===== src/hdl/dnsp_pkg.sv =====
// ----------------------------------------------------------------------------
// dnsp_pkg: shared types and constants of the DNS A record parser
// Parse phases, result status codes and the structs passed between stages.
// ----------------------------------------------------------------------------
package dnsp_pkg;

	// parse phases: the parts of the message being walked and the end states
	typedef enum logic [3:0] {
		PH_HDR     = 4'd0,
		PH_QNAME   = 4'd1,
		PH_QLABEL  = 4'd2,
		PH_QTAIL   = 4'd3,
		PH_ANAME   = 4'd4,
		PH_ALABEL  = 4'd5,
		PH_APTR    = 4'd6,
		PH_AFIXED  = 4'd7,
		PH_ADATA   = 4'd8,
		PH_AADDR   = 4'd9,
		PH_NOTRESP = 4'd11,
		PH_RCODE   = 4'd12,
		PH_NOANS   = 4'd13,
		PH_NOA     = 4'd14
	} phase_t;

	// result status codes
	typedef enum logic [2:0] {
		ST_FOUND   = 3'd0,
		ST_SHORT   = 3'd1,
		ST_NOTRESP = 3'd2,
		ST_RCODE   = 3'd3,
		ST_NOANS   = 3'd4,
		ST_NOA     = 3'd5
	} status_t;

	// field positions inside the header, the fixed record part and the address
	localparam logic [3:0] HDR_FLAGS_HI  = 4'd2;
	localparam logic [3:0] HDR_FLAGS_LO  = 4'd3;
	localparam logic [3:0] HDR_QD_HI     = 4'd4;
	localparam logic [3:0] HDR_QD_LO     = 4'd5;
	localparam logic [3:0] HDR_AN_HI     = 4'd6;
	localparam logic [3:0] HDR_AN_LO     = 4'd7;
	localparam logic [3:0] HDR_LAST_IDX  = 4'd11;
	localparam logic [3:0] FX_TYPE_HI    = 4'd0;
	localparam logic [3:0] FX_TYPE_LO    = 4'd1;
	localparam logic [3:0] FX_CLASS_HI   = 4'd2;
	localparam logic [3:0] FX_CLASS_LO   = 4'd3;
	localparam logic [3:0] FX_DLEN_HI    = 4'd8;
	localparam logic [3:0] FX_LAST_IDX   = 4'd9;
	localparam logic [3:0] ADDR_LAST_IDX = 4'd3;

	// protocol constants
	localparam logic [1:0]  PTR_MARK    = 2'b11;
	localparam logic [15:0] TYPE_A      = 16'd1;
	localparam logic [15:0] CLASS_IN    = 16'd1;
	localparam logic [15:0] A_DATA_LEN  = 16'd4;
	localparam logic [15:0] QTAIL_PLAIN = 16'd4;
	localparam logic [15:0] QTAIL_PTR   = 16'd5;

	// one message byte held in the input register
	typedef struct packed {
		logic       valid;
		logic       last;
		logic [7:0] data;
	} in_item_t;

	// one result item
	typedef struct packed {
		status_t     status;
		logic [31:0] address;
	} result_t;

endpackage


===== src/hdl/dnsp_in_stage.sv =====
// ----------------------------------------------------------------------------
// dnsp_in_stage: input register of the parser
// Takes one message byte per request and holds it until the parser advances.
// ----------------------------------------------------------------------------
module dnsp_in_stage (
	input  logic               clk,
	input  logic               arst_n,
	input  logic               s_tvalid,
	output logic               s_tready,
	input  logic [7:0]         s_tdata,   // data_byte
	input  logic               s_tlast,   // last_byte
	input  logic               adv,
	output dnsp_pkg::in_item_t item
);

	logic       valid_s1;
	logic       last_s1;
	logic [7:0] data_s1;

	// accept when empty or when the held byte moves on this cycle
	assign s_tready = !valid_s1 || adv;

	// hold the valid flag
	always_ff @(posedge clk or negedge arst_n) begin
		if (!arst_n) begin
			valid_s1 <= 1'b0;
		end else if (s_tready) begin
			valid_s1 <= s_tvalid;
		end
	end

	// capture the payload
	always_ff @(posedge clk) begin
		if (s_tvalid && s_tready) begin
			data_s1 <= s_tdata;
			last_s1 <= s_tlast;
		end
	end

	assign item.valid = valid_s1;
	assign item.last  = last_s1;
	assign item.data  = data_s1;

endmodule


===== src/hdl/dnsp_parse_core.sv =====
// ----------------------------------------------------------------------------
// dnsp_parse_core: message walker of the parser
// Updates the parse state for each byte and forms the result of a message.
// ----------------------------------------------------------------------------
module dnsp_parse_core (
	input  logic                clk,
	input  logic                arst_n,
	input  dnsp_pkg::in_item_t  item,
	input  logic                adv,
	output logic                emit,
	output dnsp_pkg::result_t   res
);

	dnsp_pkg::phase_t phase_q, phase_d;
	logic [3:0]  field_q, field_d;
	logic        resp_q, resp_d;
	logic [3:0]  rcode_q, rcode_d;
	logic [15:0] qleft_q, qleft_d;
	logic [15:0] aleft_q, aleft_d;
	logic [15:0] skip_q, skip_d;
	logic [15:0] rtype_q, rtype_d;
	logic [15:0] rclass_q, rclass_d;
	logic [7:0]  dlen_hi_q, dlen_hi_d;
	logic [31:0] addr_q, addr_d;
	logic        decided_q, decided_d;
	logic        found;
	logic [7:0]  b;
	logic [15:0] dlen;
	logic [15:0] qdec;
	logic [15:0] adec;
	logic [15:0] sdec;

	assign b    = item.data;
	assign dlen = {dlen_hi_q, b};
	assign qdec = qleft_q - 16'd1;
	assign adec = aleft_q - 16'd1;
	assign sdec = skip_q - 16'd1;

	// next state: walk header, questions and answers
	always_comb begin
		phase_d   = phase_q;
		field_d   = field_q;
		resp_d    = resp_q;
		rcode_d   = rcode_q;
		qleft_d   = qleft_q;
		aleft_d   = aleft_q;
		skip_d    = skip_q;
		rtype_d   = rtype_q;
		rclass_d  = rclass_q;
		dlen_hi_d = dlen_hi_q;
		addr_d    = addr_q;
		decided_d = decided_q;
		if (!decided_q) begin
			case (phase_q)
				dnsp_pkg::PH_HDR: begin
					case (field_q)
						dnsp_pkg::HDR_FLAGS_HI: resp_d = b[7];
						dnsp_pkg::HDR_FLAGS_LO: rcode_d = b[3:0];
						dnsp_pkg::HDR_QD_HI: qleft_d = {b, qleft_q[7:0]};
						dnsp_pkg::HDR_QD_LO: qleft_d = {qleft_q[15:8], b};
						dnsp_pkg::HDR_AN_HI: aleft_d = {b, aleft_q[7:0]};
						dnsp_pkg::HDR_AN_LO: aleft_d = {aleft_q[15:8], b};
						default: ;
					endcase
					if (field_q >= dnsp_pkg::HDR_LAST_IDX) begin
						field_d = 4'd0;
						if (!resp_q) begin
							phase_d = dnsp_pkg::PH_NOTRESP;
						end else if (rcode_q != 4'd0) begin
							phase_d = dnsp_pkg::PH_RCODE;
						end else if (aleft_q == 16'd0) begin
							phase_d = dnsp_pkg::PH_NOANS;
						end else if (qleft_q == 16'd0) begin
							phase_d = dnsp_pkg::PH_ANAME;
						end else begin
							phase_d = dnsp_pkg::PH_QNAME;
						end
					end else begin
						field_d = field_q + 4'd1;
					end
				end
				dnsp_pkg::PH_QNAME: begin
					if (b == 8'd0) begin
						skip_d  = dnsp_pkg::QTAIL_PLAIN;
						phase_d = dnsp_pkg::PH_QTAIL;
					end else if (b[7:6] == dnsp_pkg::PTR_MARK) begin
						skip_d  = dnsp_pkg::QTAIL_PTR;
						phase_d = dnsp_pkg::PH_QTAIL;
					end else begin
						skip_d  = {8'd0, b};
						phase_d = dnsp_pkg::PH_QLABEL;
					end
				end
				dnsp_pkg::PH_QLABEL: begin
					skip_d = sdec;
					if (sdec == 16'd0) begin
						phase_d = dnsp_pkg::PH_QNAME;
					end
				end
				dnsp_pkg::PH_QTAIL: begin
					skip_d = sdec;
					if (sdec == 16'd0) begin
						qleft_d = qdec;
						phase_d = (qdec == 16'd0) ? dnsp_pkg::PH_ANAME : dnsp_pkg::PH_QNAME;
					end
				end
				dnsp_pkg::PH_ANAME: begin
					field_d = 4'd0;
					if (b == 8'd0) begin
						phase_d = dnsp_pkg::PH_AFIXED;
					end else if (b[7:6] == dnsp_pkg::PTR_MARK) begin
						phase_d = dnsp_pkg::PH_APTR;
					end else begin
						skip_d  = {8'd0, b};
						phase_d = dnsp_pkg::PH_ALABEL;
					end
				end
				dnsp_pkg::PH_ALABEL: begin
					skip_d = sdec;
					if (sdec == 16'd0) begin
						phase_d = dnsp_pkg::PH_ANAME;
					end
				end
				dnsp_pkg::PH_APTR: begin
					field_d = 4'd0;
					phase_d = dnsp_pkg::PH_AFIXED;
				end
				dnsp_pkg::PH_AFIXED: begin
					case (field_q)
						dnsp_pkg::FX_TYPE_HI: rtype_d = {b, 8'd0};
						dnsp_pkg::FX_TYPE_LO: rtype_d = {rtype_q[15:8], b};
						dnsp_pkg::FX_CLASS_HI: rclass_d = {b, 8'd0};
						dnsp_pkg::FX_CLASS_LO: rclass_d = {rclass_q[15:8], b};
						dnsp_pkg::FX_DLEN_HI: dlen_hi_d = b;
						default: ;
					endcase
					if (field_q >= dnsp_pkg::FX_LAST_IDX) begin
						field_d = 4'd0;
						if (rtype_q == dnsp_pkg::TYPE_A && rclass_q == dnsp_pkg::CLASS_IN
								&& dlen == dnsp_pkg::A_DATA_LEN) begin
							addr_d  = 32'd0;
							phase_d = dnsp_pkg::PH_AADDR;
						end else if (dlen == 16'd0) begin
							aleft_d = adec;
							phase_d = (adec == 16'd0) ? dnsp_pkg::PH_NOA : dnsp_pkg::PH_ANAME;
						end else begin
							skip_d  = dlen;
							phase_d = dnsp_pkg::PH_ADATA;
						end
					end else begin
						field_d = field_q + 4'd1;
					end
				end
				dnsp_pkg::PH_ADATA: begin
					skip_d = sdec;
					if (sdec == 16'd0) begin
						aleft_d = adec;
						phase_d = (adec == 16'd0) ? dnsp_pkg::PH_NOA : dnsp_pkg::PH_ANAME;
					end
				end
				dnsp_pkg::PH_AADDR: begin
					addr_d = {addr_q[23:0], b};
					if (field_q >= dnsp_pkg::ADDR_LAST_IDX) begin
						decided_d = 1'b1;
					end else begin
						field_d = field_q + 4'd1;
					end
				end
				default: ;
			endcase
		end
	end

	// outputs: result of the message at the address or at its last byte
	always_comb begin
		found = !decided_q && phase_q == dnsp_pkg::PH_AADDR
			&& field_q >= dnsp_pkg::ADDR_LAST_IDX;
		emit  = item.valid && !decided_q && (found || item.last);
		res.address = 32'd0;
		if (found) begin
			res.status  = dnsp_pkg::ST_FOUND;
			res.address = addr_d;
		end else begin
			case (phase_d)
				dnsp_pkg::PH_HDR:     res.status = dnsp_pkg::ST_SHORT;
				dnsp_pkg::PH_NOTRESP: res.status = dnsp_pkg::ST_NOTRESP;
				dnsp_pkg::PH_RCODE:   res.status = dnsp_pkg::ST_RCODE;
				dnsp_pkg::PH_NOANS:   res.status = dnsp_pkg::ST_NOANS;
				default:              res.status = dnsp_pkg::ST_NOA;
			endcase
		end
	end

	// advance the state; drop back to reset values after the last byte
	always_ff @(posedge clk or negedge arst_n) begin
		if (!arst_n) begin
			phase_q   <= dnsp_pkg::PH_HDR;
			field_q   <= 4'd0;
			resp_q    <= 1'b0;
			rcode_q   <= 4'd0;
			qleft_q   <= 16'd0;
			aleft_q   <= 16'd0;
			skip_q    <= 16'd0;
			rtype_q   <= 16'd0;
			rclass_q  <= 16'd0;
			dlen_hi_q <= 8'd0;
			addr_q    <= 32'd0;
			decided_q <= 1'b0;
		end else if (adv) begin
			if (item.last) begin
				phase_q   <= dnsp_pkg::PH_HDR;
				field_q   <= 4'd0;
				resp_q    <= 1'b0;
				rcode_q   <= 4'd0;
				qleft_q   <= 16'd0;
				aleft_q   <= 16'd0;
				skip_q    <= 16'd0;
				rtype_q   <= 16'd0;
				rclass_q  <= 16'd0;
				dlen_hi_q <= 8'd0;
				addr_q    <= 32'd0;
				decided_q <= 1'b0;
			end else begin
				phase_q   <= phase_d;
				field_q   <= field_d;
				resp_q    <= resp_d;
				rcode_q   <= rcode_d;
				qleft_q   <= qleft_d;
				aleft_q   <= aleft_d;
				skip_q    <= skip_d;
				rtype_q   <= rtype_d;
				rclass_q  <= rclass_d;
				dlen_hi_q <= dlen_hi_d;
				addr_q    <= addr_d;
				decided_q <= decided_d;
			end
		end
	end

endmodule


===== src/hdl/dnsp_out_stage.sv =====
// ----------------------------------------------------------------------------
// dnsp_out_stage: result register of the parser
// Holds one result until the receiver takes it and packs it onto the bus.
// ----------------------------------------------------------------------------
module dnsp_out_stage (
	input  logic              clk,
	input  logic              arst_n,
	input  logic              load,
	input  dnsp_pkg::result_t res,
	output logic              free,
	output logic              m_tvalid,
	input  logic              m_tready,
	output logic [39:0]       m_tdata    // status [2:0], address [34:3], zero [39:35]
);

	logic              valid_q;
	dnsp_pkg::result_t res_q;

	// room for a new result when empty or being taken now
	assign free = !valid_q || m_tready;

	// hold the valid flag
	always_ff @(posedge clk or negedge arst_n) begin
		if (!arst_n) begin
			valid_q <= 1'b0;
		end else if (load) begin
			valid_q <= 1'b1;
		end else if (m_tready) begin
			valid_q <= 1'b0;
		end
	end

	// capture the result
	always_ff @(posedge clk) begin
		if (load) begin
			res_q <= res;
		end
	end

	assign m_tvalid = valid_q;
	assign m_tdata  = {5'd0, res_q.address, res_q.status};

endmodule


===== src/hdl/dns_response_a_record_parser.sv =====
// ----------------------------------------------------------------------------
// dns_response_a_record_parser: DNS response parser for IPv4 A records
// Walks a DNS message byte by byte and reports the first A record address.
// ----------------------------------------------------------------------------
// Usage:
//   Slave stream: one message byte per request in s_tdata, s_tlast on the
//   final byte of the message. Master stream: one result per message,
//   status in m_tdata[2:0] and the IPv4 address in m_tdata[34:3].
//   A found address raises m_tvalid after its fourth byte passes the input
//   register and the result register, the byte waiting while the result
//   register is full; any other status follows the last byte alike. Bytes after
//   a found address up to the last byte produce nothing.
//   Throughput is one byte per cycle while no result is held up: each byte
//   passes the input register, one step of the parse state machine and,
//   if it ends the message or completes the address, the result register.
//   Reset clears both registers and returns the parser to the header phase.
//   When the receiver stalls, the held result stays on the bus; bytes keep
//   flowing until one that produces a further result meets the full result
//   register, and then s_tready drops until the result is taken.
// ----------------------------------------------------------------------------
module dns_response_a_record_parser (
	input  logic        clk,
	input  logic        arst_n,
	input  logic        s_tvalid,
	output logic        s_tready,
	input  logic [7:0]  s_tdata,   // data_byte [7:0]
	input  logic        s_tlast,   // last_byte
	output logic        m_tvalid,
	input  logic        m_tready,
	output logic [39:0] m_tdata    // status [2:0], address [34:3], zero [39:35]
);

	dnsp_pkg::in_item_t item;
	dnsp_pkg::result_t  res;
	logic               emit;
	logic               free;
	logic               adv;

	// move the held byte on unless its result has nowhere to go
	assign adv = item.valid && (!emit || free);

	dnsp_in_stage u_in (
		.clk      (clk),
		.arst_n   (arst_n),
		.s_tvalid (s_tvalid),
		.s_tready (s_tready),
		.s_tdata  (s_tdata),
		.s_tlast  (s_tlast),
		.adv      (adv),
		.item     (item)
	);

	dnsp_parse_core u_core (
		.clk    (clk),
		.arst_n (arst_n),
		.item   (item),
		.adv    (adv),
		.emit   (emit),
		.res    (res)
	);

	dnsp_out_stage u_out (
		.clk      (clk),
		.arst_n   (arst_n),
		.load     (adv && emit),
		.res      (res),
		.free     (free),
		.m_tvalid (m_tvalid),
		.m_tready (m_tready),
		.m_tdata  (m_tdata)
	);

	// a result is never loaded over one that is still waiting
	a_no_overwrite: assert property (@(posedge clk) disable iff (!arst_n)
		adv && emit |-> (!m_tvalid || m_tready))
		else $error("result register overwritten");

	// a held byte that does not advance stays in the input register
	a_hold_item: assert property (@(posedge clk) disable iff (!arst_n)
		item.valid && !adv |=> item.valid && $stable(item.data) && $stable(item.last))
		else $error("input byte lost while stalled");

	// the address is zero unless the record was found
	a_addr_zero: assert property (@(posedge clk) disable iff (!arst_n)
		m_tvalid && m_tdata[2:0] != dnsp_pkg::ST_FOUND |-> m_tdata[34:3] == 32'd0)
		else $error("address set without a found record");

	// status codes stay within the defined set and padding stays zero
	a_status_range: assert property (@(posedge clk) disable iff (!arst_n)
		m_tvalid |-> m_tdata[2:0] <= dnsp_pkg::ST_NOA && m_tdata[39:35] == 5'd0)
		else $error("bad result encoding");

endmodule

===== config.mk =====
export PLATFORM = sky130hd
export DESIGN_NAME = dns_response_a_record_parser
export DESIGN_NICKNAME = d
export VERILOG_FILES = /design/src/hdl/dnsp_pkg.sv /design/src/hdl/dnsp_in_stage.sv /design/src/hdl/dnsp_parse_core.sv /design/src/hdl/dnsp_out_stage.sv /design/src/hdl/dns_response_a_record_parser.sv
export SDC_FILE = /design/constraint.sdc
export NUM_CORES = 1
export LEC_CHECK = 0
export ABC_CLOCK_PERIOD_IN_PS = 4100
export BUFFER_PORTS_ARGS = -buffer_cell sky130_fd_sc_hd__buf_2
export CAP_MARGIN = 10
export CORE_UTILIZATION = 60
export CTS_CLUSTER_DIAMETER = 200
export CTS_CLUSTER_SIZE = 10
export DETAILED_ROUTE_END_ITERATION = 10
export GPL_TIMING_DRIVEN = 0
export PLACE_DENSITY = 0.79
export SYNTH_ARGS = -nofsm -noshare
export SYNTH_HDL_FRONTEND = slang
export SYNTH_SLANG_ARGS = --single-unit

===== constraint.sdc =====
create_clock -name clk -period 4.1 [get_ports clk]
set_clock_uncertainty 0.05 [all_clocks]
set_input_delay 0.615 -clock clk [delete_from_list [all_inputs] [get_ports clk]]
set_output_delay 0.615 -clock clk [all_outputs]
set_load 0.05 [all_outputs]

# --- Yosys cells after proc, flatten, opt, wreduce, memory -nomap -nowiden ---
# Cells that the tools add are included.
word_totals:
  out_inout_bits: 42
  ff_bits: 180
classes:
  n_lt_le_gt_ge: 3
  eq_ne: 44
  n_mux: 82
  add_sub_neg: 4
  reduce_logical: 56
ops:
  columns: ["cell", "count"]
  rows:
  - ["16-bit two-way mux", 23]
  - ["16-bit one-hot mux with 2 select lines", 5]
  - ["32-bit two-way mux", 4]
  - ["4-bit two-way mux", 25]
  - ["16-bit zero test", 6]
  - ["16-bit one-hot mux with 4 select lines", 1]
  - ["32-bit one-hot mux with 2 select lines", 1]
  - ["16-bit one-hot mux with 3 select lines", 1]
  - ["16-bit by 1-bit subtractor with 16-bit output (second input constant)", 3]
  - ["8-bit two-way mux", 5]
  - ["3-bit inequality test (second input constant)", 13]
  - ["4-bit one-hot mux with 9 select lines", 1]
  - ["16-bit by 1-bit == test with 1-bit output (second input constant)", 2]
  - ["4-bit by 3-bit == test with 1-bit output (second input constant)", 8]
  - ["4-bit == test (second input constant)", 6]
  - ["4-bit AND reduction", 6]
  - ["9-bit AND reduction", 2]
  - ["16-bit by 3-bit == test with 1-bit output (second input constant)", 1]
  - ["4-bit by 2-bit == test with 1-bit output (second input constant)", 4]
  - ["4-bit one-hot mux with 4 select lines", 1]
  - ["2-bit nonzero test", 7]
  - ["4-bit zero test", 3]
  - ["3-bit by 2-bit inequality test with 1-bit output (second input constant)", 4]
  - ["3-bit one-hot mux with 4 select lines", 1]
  - ["21 further kinds", 56]

# --- Logic depth before layout (Yosys ltp) ---
logic_depth:
  depth_word: 10
  mapped_depth: 13
  mapped_depth_nobuf: 11

# --- Cells and area by module ---
# A second synthesis with hierarchy kept.
unflattened:
  cells_unflattened: 991
  hier_area_um2: 9509.1
by_module_without_submodules:
  columns: ["mod", "seq_area_each_um2", "n_inst", "area_each_um2", "cells_each"]
  rows:
  - ["dnsp_parse_core", 3153.0, 1, 8011.4, 929]
  - ["dnsp_out_stage", 1076.0, 1, 1139.8, 44]
  - ["dnsp_in_stage", 295.3, 1, 339.1, 15]
  - ["dns_response_a_record_parser", 0.0, 1, 18.8, 3]

# --- Least setup slack after synthesis ---
# Ideal clock, no wire load.
synth_timing:
  kind: "register -> register"
  startpoint: "register u_core.field_q[0]"
  endpoint: "register u_core.skip_q[10]"
  setup_time_ns: 0.125
  t_arrival_ns: 3.248
  required_time_ns: 3.925
  n_path_buf: 3
  period_less_slack_ns: 3.422
  stages_incl_launch_ff: 12
  setup_slack_ns: 0.678
  path_cell_list: "dfrtp_1 -> ha_1 -> clkbuf_1 -> nor3_1 -> nor2_1 -> o211ai_1 -> or2_2 -> clkbuf_1 -> nand2_1 -> a21oi_1 -> clkbuf_1 -> mux2_2"
synth_between:
  elab_chain_cells: 8
  word_cells_on_any_way: 10
  classes_between: "2 x order compare; 1 x eq/ne; 7 x reduce/logical"
synth_lines:
  columns: ["item", "line", "rtl"]
  rows:
  - ["from (decl)", "dnsp_parse_core.sv:15", "logic [3:0] field_q, field_d;"]
  - ["from (signal assigned)", "dnsp_parse_core.sv:225", "field_q <= field_d;"]
  - ["4-bit by 2-bit >= comparator with 1-bit output", "dnsp_parse_core.sv:177", "&& field_q >= dnsp_pkg::ADDR_LAST_IDX;"]
  - ["1-bit logical AND", "dnsp_parse_core.sv:177", null]
  - ["1-bit logical OR", "dnsp_parse_core.sv:178", "emit = item.valid && !decided_q && (found || item.last);"]
  - ["1-bit logical AND", "dnsp_parse_core.sv:178", null]
  - ["1-bit zero test", "dns_response_a_record_parser.sv:40", "assign adv = item.valid && (!emit || free);"]
  - ["1-bit logical OR", "dns_response_a_record_parser.sv:40", null]
  - ["1-bit logical AND", "dns_response_a_record_parser.sv:40", null]
  - ["8-bit AND reduction (no line) *", null, null]
  - ["to (signal assigned)", "dnsp_parse_core.sv:230", "skip_q <= skip_d;"]
  - ["to (decl)", "dnsp_parse_core.sv:20", "logic [15:0] skip_q, skip_d;"]
# Every way passes the cells marked *; elsewhere a longest branch is shown, timed or not.
# A chain may end at the register's enable or synchronous reset.

# --- Worst setup path after layout ---
layout_timing:
  startpoint: "register u_core.skip_q[3]"
  endpoint: "register u_out.res_q (netlist bit u_out.m_tdata[2]), data pin"
layout_between:
  elab_chain_cells: 7
  word_cells_on_any_way: 13
  classes_between: "1 x add/sub; 3 x eq/ne; 7 x mux; 2 x reduce/logical"
layout_lines:
  columns: ["item", "line", "rtl"]
  rows:
  - ["16-bit by 1-bit subtractor with 16-bit output *", "dnsp_parse_core.sv:37", "assign sdec = skip_q - 16'd1;"]
  - ["16-bit zero test *", null, null]
  - ["4-bit two-way mux (on tied branches)", null, null]
  - ["4-bit one-hot mux with 9 select lines *", "dnsp_parse_core.sv:54", "case (phase_q)"]
  - ["4-bit two-way mux *", "dnsp_parse_core.sv:53", "if (!decided_q) begin"]
  - ["4-bit == test or 4-bit zero test (tied branches)", "dnsp_parse_core.sv:184", "case (phase_d)"]
  - ["3-bit one-hot mux with 4 select lines *", "dnsp_parse_core.sv:184", null]
  - ["to (signal assigned)", "dnsp_out_stage.sv:36", "res_q <= res;"]
  - ["to (decl)", "dnsp_out_stage.sv:17", "dnsp_pkg::result_t res_q;"]
# Marked as above.

==> impl_metrics.py <==
metrics = {
    "die": {
        "io-pin-count": 55,
        "die_area_um2": 17020,
        "floorplan.initialDensity": 0.6188,
        "core_area_um2": 16000,
        "height_of_the_die_um": 130.5,
        "die_width_um": 130.5,
        "rows": 46,
    },
    "clock_tree": {
        "clk_pin_slew_worst_paths_ns": 0.07,
        "tritoncts": "built",
        "clock_path_buffers": 2,
        "cts-buffers-inserted": 17,
        "cts_max_level": 4,
        "clock-sinks": 179,
        "clock_tree.root_cell": "clkbuf_16",
        "postCtsSetupBuffers": 0,
        "worst_skew_pair_later_pin_latency_ns": 0.45,
        "post_cts_hold_buffer_count": 0,
    },
    "job": {
        "drv_cap": 0,
    },
    "critical_path": {
        "critical_path_buffers_and_inverters": 2,
        "timing.critical_path.fanout_max": 9,
        "cpLargestDelayFamily": "compound AO/OA/AOI/OAI gates",
        "critical_path.endpoint_type": "register",
        "crit_slowest_cell": "or4_1",
        "worst_path_most_repeated_cell": "a211oi_2",
        "setup.worst_path.class": "register to register",
        "worst_setup_path_start_kind": "register",
        "cp.arrival_ns": 4.05,
        "max_stage_delay_ns": 0.54,
        "worst_ep_required_time_ns": 4.23,
        "timing.critical_path.cells": "buf_2 > or4_1 > clkbuf_1 > o41a_1 > a211o_1 > nor4_4 > o211ai_1 > a211oi_2 > nor2_1 > nor3b_1 > a211oi_2",
    },
    "pwr": {
        "totalPowerFinal_uw": 6009,
        "leakage_uw": 0.004479,
        "vdd.ir_drop.worst_mv": 0.4397,
        "power_per_cell_area_nw_per_um2": 542.5,
    },
    "logic_synthesis": {
        "post_synth_inst_count": 1099,
        "post_synth_instance_area_um2": 9901,
        "asyncSetResetFlopFracSynth": 0.7542,
        "ys.warnings.count": 0,
        "synthFlopType": "dfrtp_1",
        "yosys.cell_count.top_type": "dfrtp_1",
        "synthTopCellsByCount": "135 x dfrtp_1, 134 x nand2_1, 119 x nor2_1, 107 x o21ai_0, 68 x clkbuf_1",
        "ys_ff_latch": 179,
        "ys_top_cells_by_area": "dfrtp_1 34%, edfxtp_1 13%, o21ai_0 5.4%",
        "synth_enable_flop_cells": 44,
        "synth.yosys.seq_area_share": 0.4747,
        "yosysUniqueCellTypes": 76,
        "postSynthAreaPerCell_um2": 9.009,
        "synth_top_cell_by_area": "dfrtp_1",
        "yosys.area.top_type_share": 0.3412,
    },
    "global_routing": {
        "grt_pass1_vias": 8211,
        "grt_max_degree": 74,
        "antenna_found_initial": 0,
        "track_usage": 0.3394,
        "globalRouteOverflowTotal": 0,
        "grt_pass1_wl_um": 43700,
    },
    "placement": {
        "hpwl_um": 19480,
        "dpl_worst_slack_ns": -0.07212,
        "numPortBuffers": 49,
        "gp_congestion": 1.001,
    },
    "final_layout": {
        "net_count_reported_at_finish": 1198,
        "fillCellCount": 1304,
        "share_of_post_route_cells_with_drive_strength_above_1": 0.1121,
        "n_antenna_cell": 0,
        "multi_input_comb_area_um2": 4831,
        "regArea_um2": 4700,
        "layout-area-overhead-vs-synth_pct": 11.87,
    },
    "route": {
        "drcViolationCount": 0,
        "drt-wirelength-per-cell_um": 19.88,
        "drt.antenna.violating_nets": 0,
        "routed_wl_um": 27870,
        "drt-met1-wl_um": 12000,
        "highest_layer": "met4",
        "viasPerCell": 6.491,
        "detailroute.wirelength.met3_um": 2282,
        "dr.pass1.iters": 5,
        "vias": 9101,
        "met2RoutedLength_um": 12770,
        "dr.first_iter.drc_count": 1087,
    },
    "timing": {
        "max_clock_freq_ghz": 0.2550,
        "timing.final.setup_violations": 0,
        "slew_headroom": 0.3481,
        "timing_max_transition_violations_final": 0,
        "hold_viol": 0,
        "worst_slack_ns": 0.1785,
        "min_period_over_period": 0.9565,
        "finalWorstPathRequiredPeriod_ns": 3.922,
        "rsz0062_at_grt": "no",
        "worst_pin_slew_ns": 0.9688,
    },
    "min_path": {
        "hold_class": "input pin to async pin",
    },
    "outcome": {
        "run_status": "complete, no violations",
    },
}
==> power breakdown <==
group          leakage, µW  internal [µW]  switching (µW)
Combinational      0.00195            739            1370
Clock             0.000282            854             754
Sequential         0.00225           2060             226
==> final timing paths <==
path                                           from  slack, ns                  end  cells after the start
worst max register to register     u_core.skip_q[3]       0.18     u_out.m_tdata[2]                     11
worst max-delay path               u_core.skip_q[3]       0.18     u_out.m_tdata[2]                     11
max in group asynchronous                    arst_n       3.11    u_core.addr_q[27]                      2
worst min-delay path                         arst_n        0.1    u_core.rtype_q[2]                      1
worst min register to register  u_core.rclass_q[10]       0.43  u_core.rclass_q[10]                      2
min in group clk                         s_tdata[6]       0.29      u_in.data_s1[6]                      1
==> cell families (layout without fill, tap and decap cells) <==
| logic type | Yosys count | after routing | share of synthesized area |
|---|---|---|---|
| xor gates and xnor gates | 16 | 16 | 0.01415 |
| adders and majority gates | 12 | 12 | 0.01516 |
| DFF | 179 | 179 | 0.4747 |
| and+or+nand+nor | 416 | 416 | 0.2019 |
| muxes | 14 | 14 | 0.01580 |
| buffers and inverters | 103 | 186 | 0.04246 |
| other | 1 | 5 | 0.0003788 |
| AOI/OAI and AO/OA | 358 | 358 | 0.2354 |
==> final cells by class <==
| cell class | count | share of cell area |
|---|---|---|
| Multi-Input combinational cell | 821 | 0.4362 |
| Sequential cell | 179 | 0.4243 |
| Clock buffer | 17 | 0.03841 |
| Buffer | 84 | 0.03174 |
| Timing Repair Buffer | 51 | 0.02564 |
| Tap cell | 216 | 0.02440 |
| Clock inverter | 15 | 0.01288 |
| Inverter | 19 | 0.006439 |
==> placed cells by master, fill, tap and decap left out, types with 5 or more instances in the layout <==
| cell | synthesis | layout |
|---|---|---|
| nor2b_1 | 12 | 11 |
| xor2_1 | 10 | 10 |
| nand3_1 | 12 | 12 |
| a31oi_1 | 16 | 16 |
| o31ai_1 | 47 | 47 |
| inv_1 | 19 | 19 |
| nor3_1 | 36 | 35 |
| clkbuf_16 | 0 | 17 |
| buf_2 | 6 | 54 |
| or4_1 | 5 | 5 |
| o21ai_1 | 12 | 11 |
| clkbuf_1 | 68 | 67 |
| dfrtp_1 | 135 | 135 |
| o22ai_1 | 8 | 8 |
| a22o_1 | 5 | 5 |
| and2_1 | 9 | 9 |
| nor4b_1 | 6 | 6 |
| or3_1 | 11 | 11 |
| a22oi_1 | 42 | 42 |
| nor2_1 | 119 | 119 |
| xnor2_1 | 6 | 6 |
| ha_1 | 12 | 12 |
| conb_1 | 1 | 5 |
| a32oi_1 | 6 | 6 |
| nand4_1 | 10 | 10 |
| edfxtp_1 | 44 | 44 |
| mux2_2 | 13 | 13 |
| a21oi_1 | 64 | 64 |
| inv_6 | 0 | 6 |
| nor4_1 | 26 | 25 |
| nand2b_1 | 12 | 12 |
| nand2_1 | 134 | 134 |
| o21ai_0 | 107 | 107 |
| buf_4 | 5 | 5 |
==> sequential cells by signal, indices dropped and copies added (netlist names), 4 cells and up <==
register and flops:
u_out.m_tdata 35, u_core.addr_q 31, u_core.aleft_q 16, u_core.qleft_q 16, u_core.rclass_q 16, u_core.rtype_q 16
u_core.skip_q 16, u_core.dlen_hi_q 8, u_in.data_s1 8, u_core.field_q 4, u_core.phase_q 4, u_core.rcode_q 4
==> routing by layer <==
metal  up-vias  GRT usage
li1       4191          -
met1      4397     0.4739
met2       437     0.5191
met3        76    0.07451
met5         -          0
met4         0     0.1318
==> through the flow <==
stage / utilization / TNS, ns / cells / instance area [µm²] / hold slack (ns)
floorplan: - / 0 / 1103 / 9916 / 0.2694
global placement: 0.6519 / 0 / 1368 / 10430 / 0.4108
detailed placement: 0.6545 / -0.2092 / 1369 / 10470 / 0.4177
CTS: 0.6903 / 0 / 1401 / 11050 / 0.1143
global route: 0.6922 / 0 / 1402 / 11080 / 0.1404
finish: 0.6922 / 0 / 1402 / 11080 / 0.09804
==> what timing repair did <==
item                                    in CTS  in global routing
endpoints found under the setup margin      12                 33
hold endpoints to repair                     0                  0
gates resized for setup                      1                  7
Note: power is estimated with default switching activity, not from simulation.
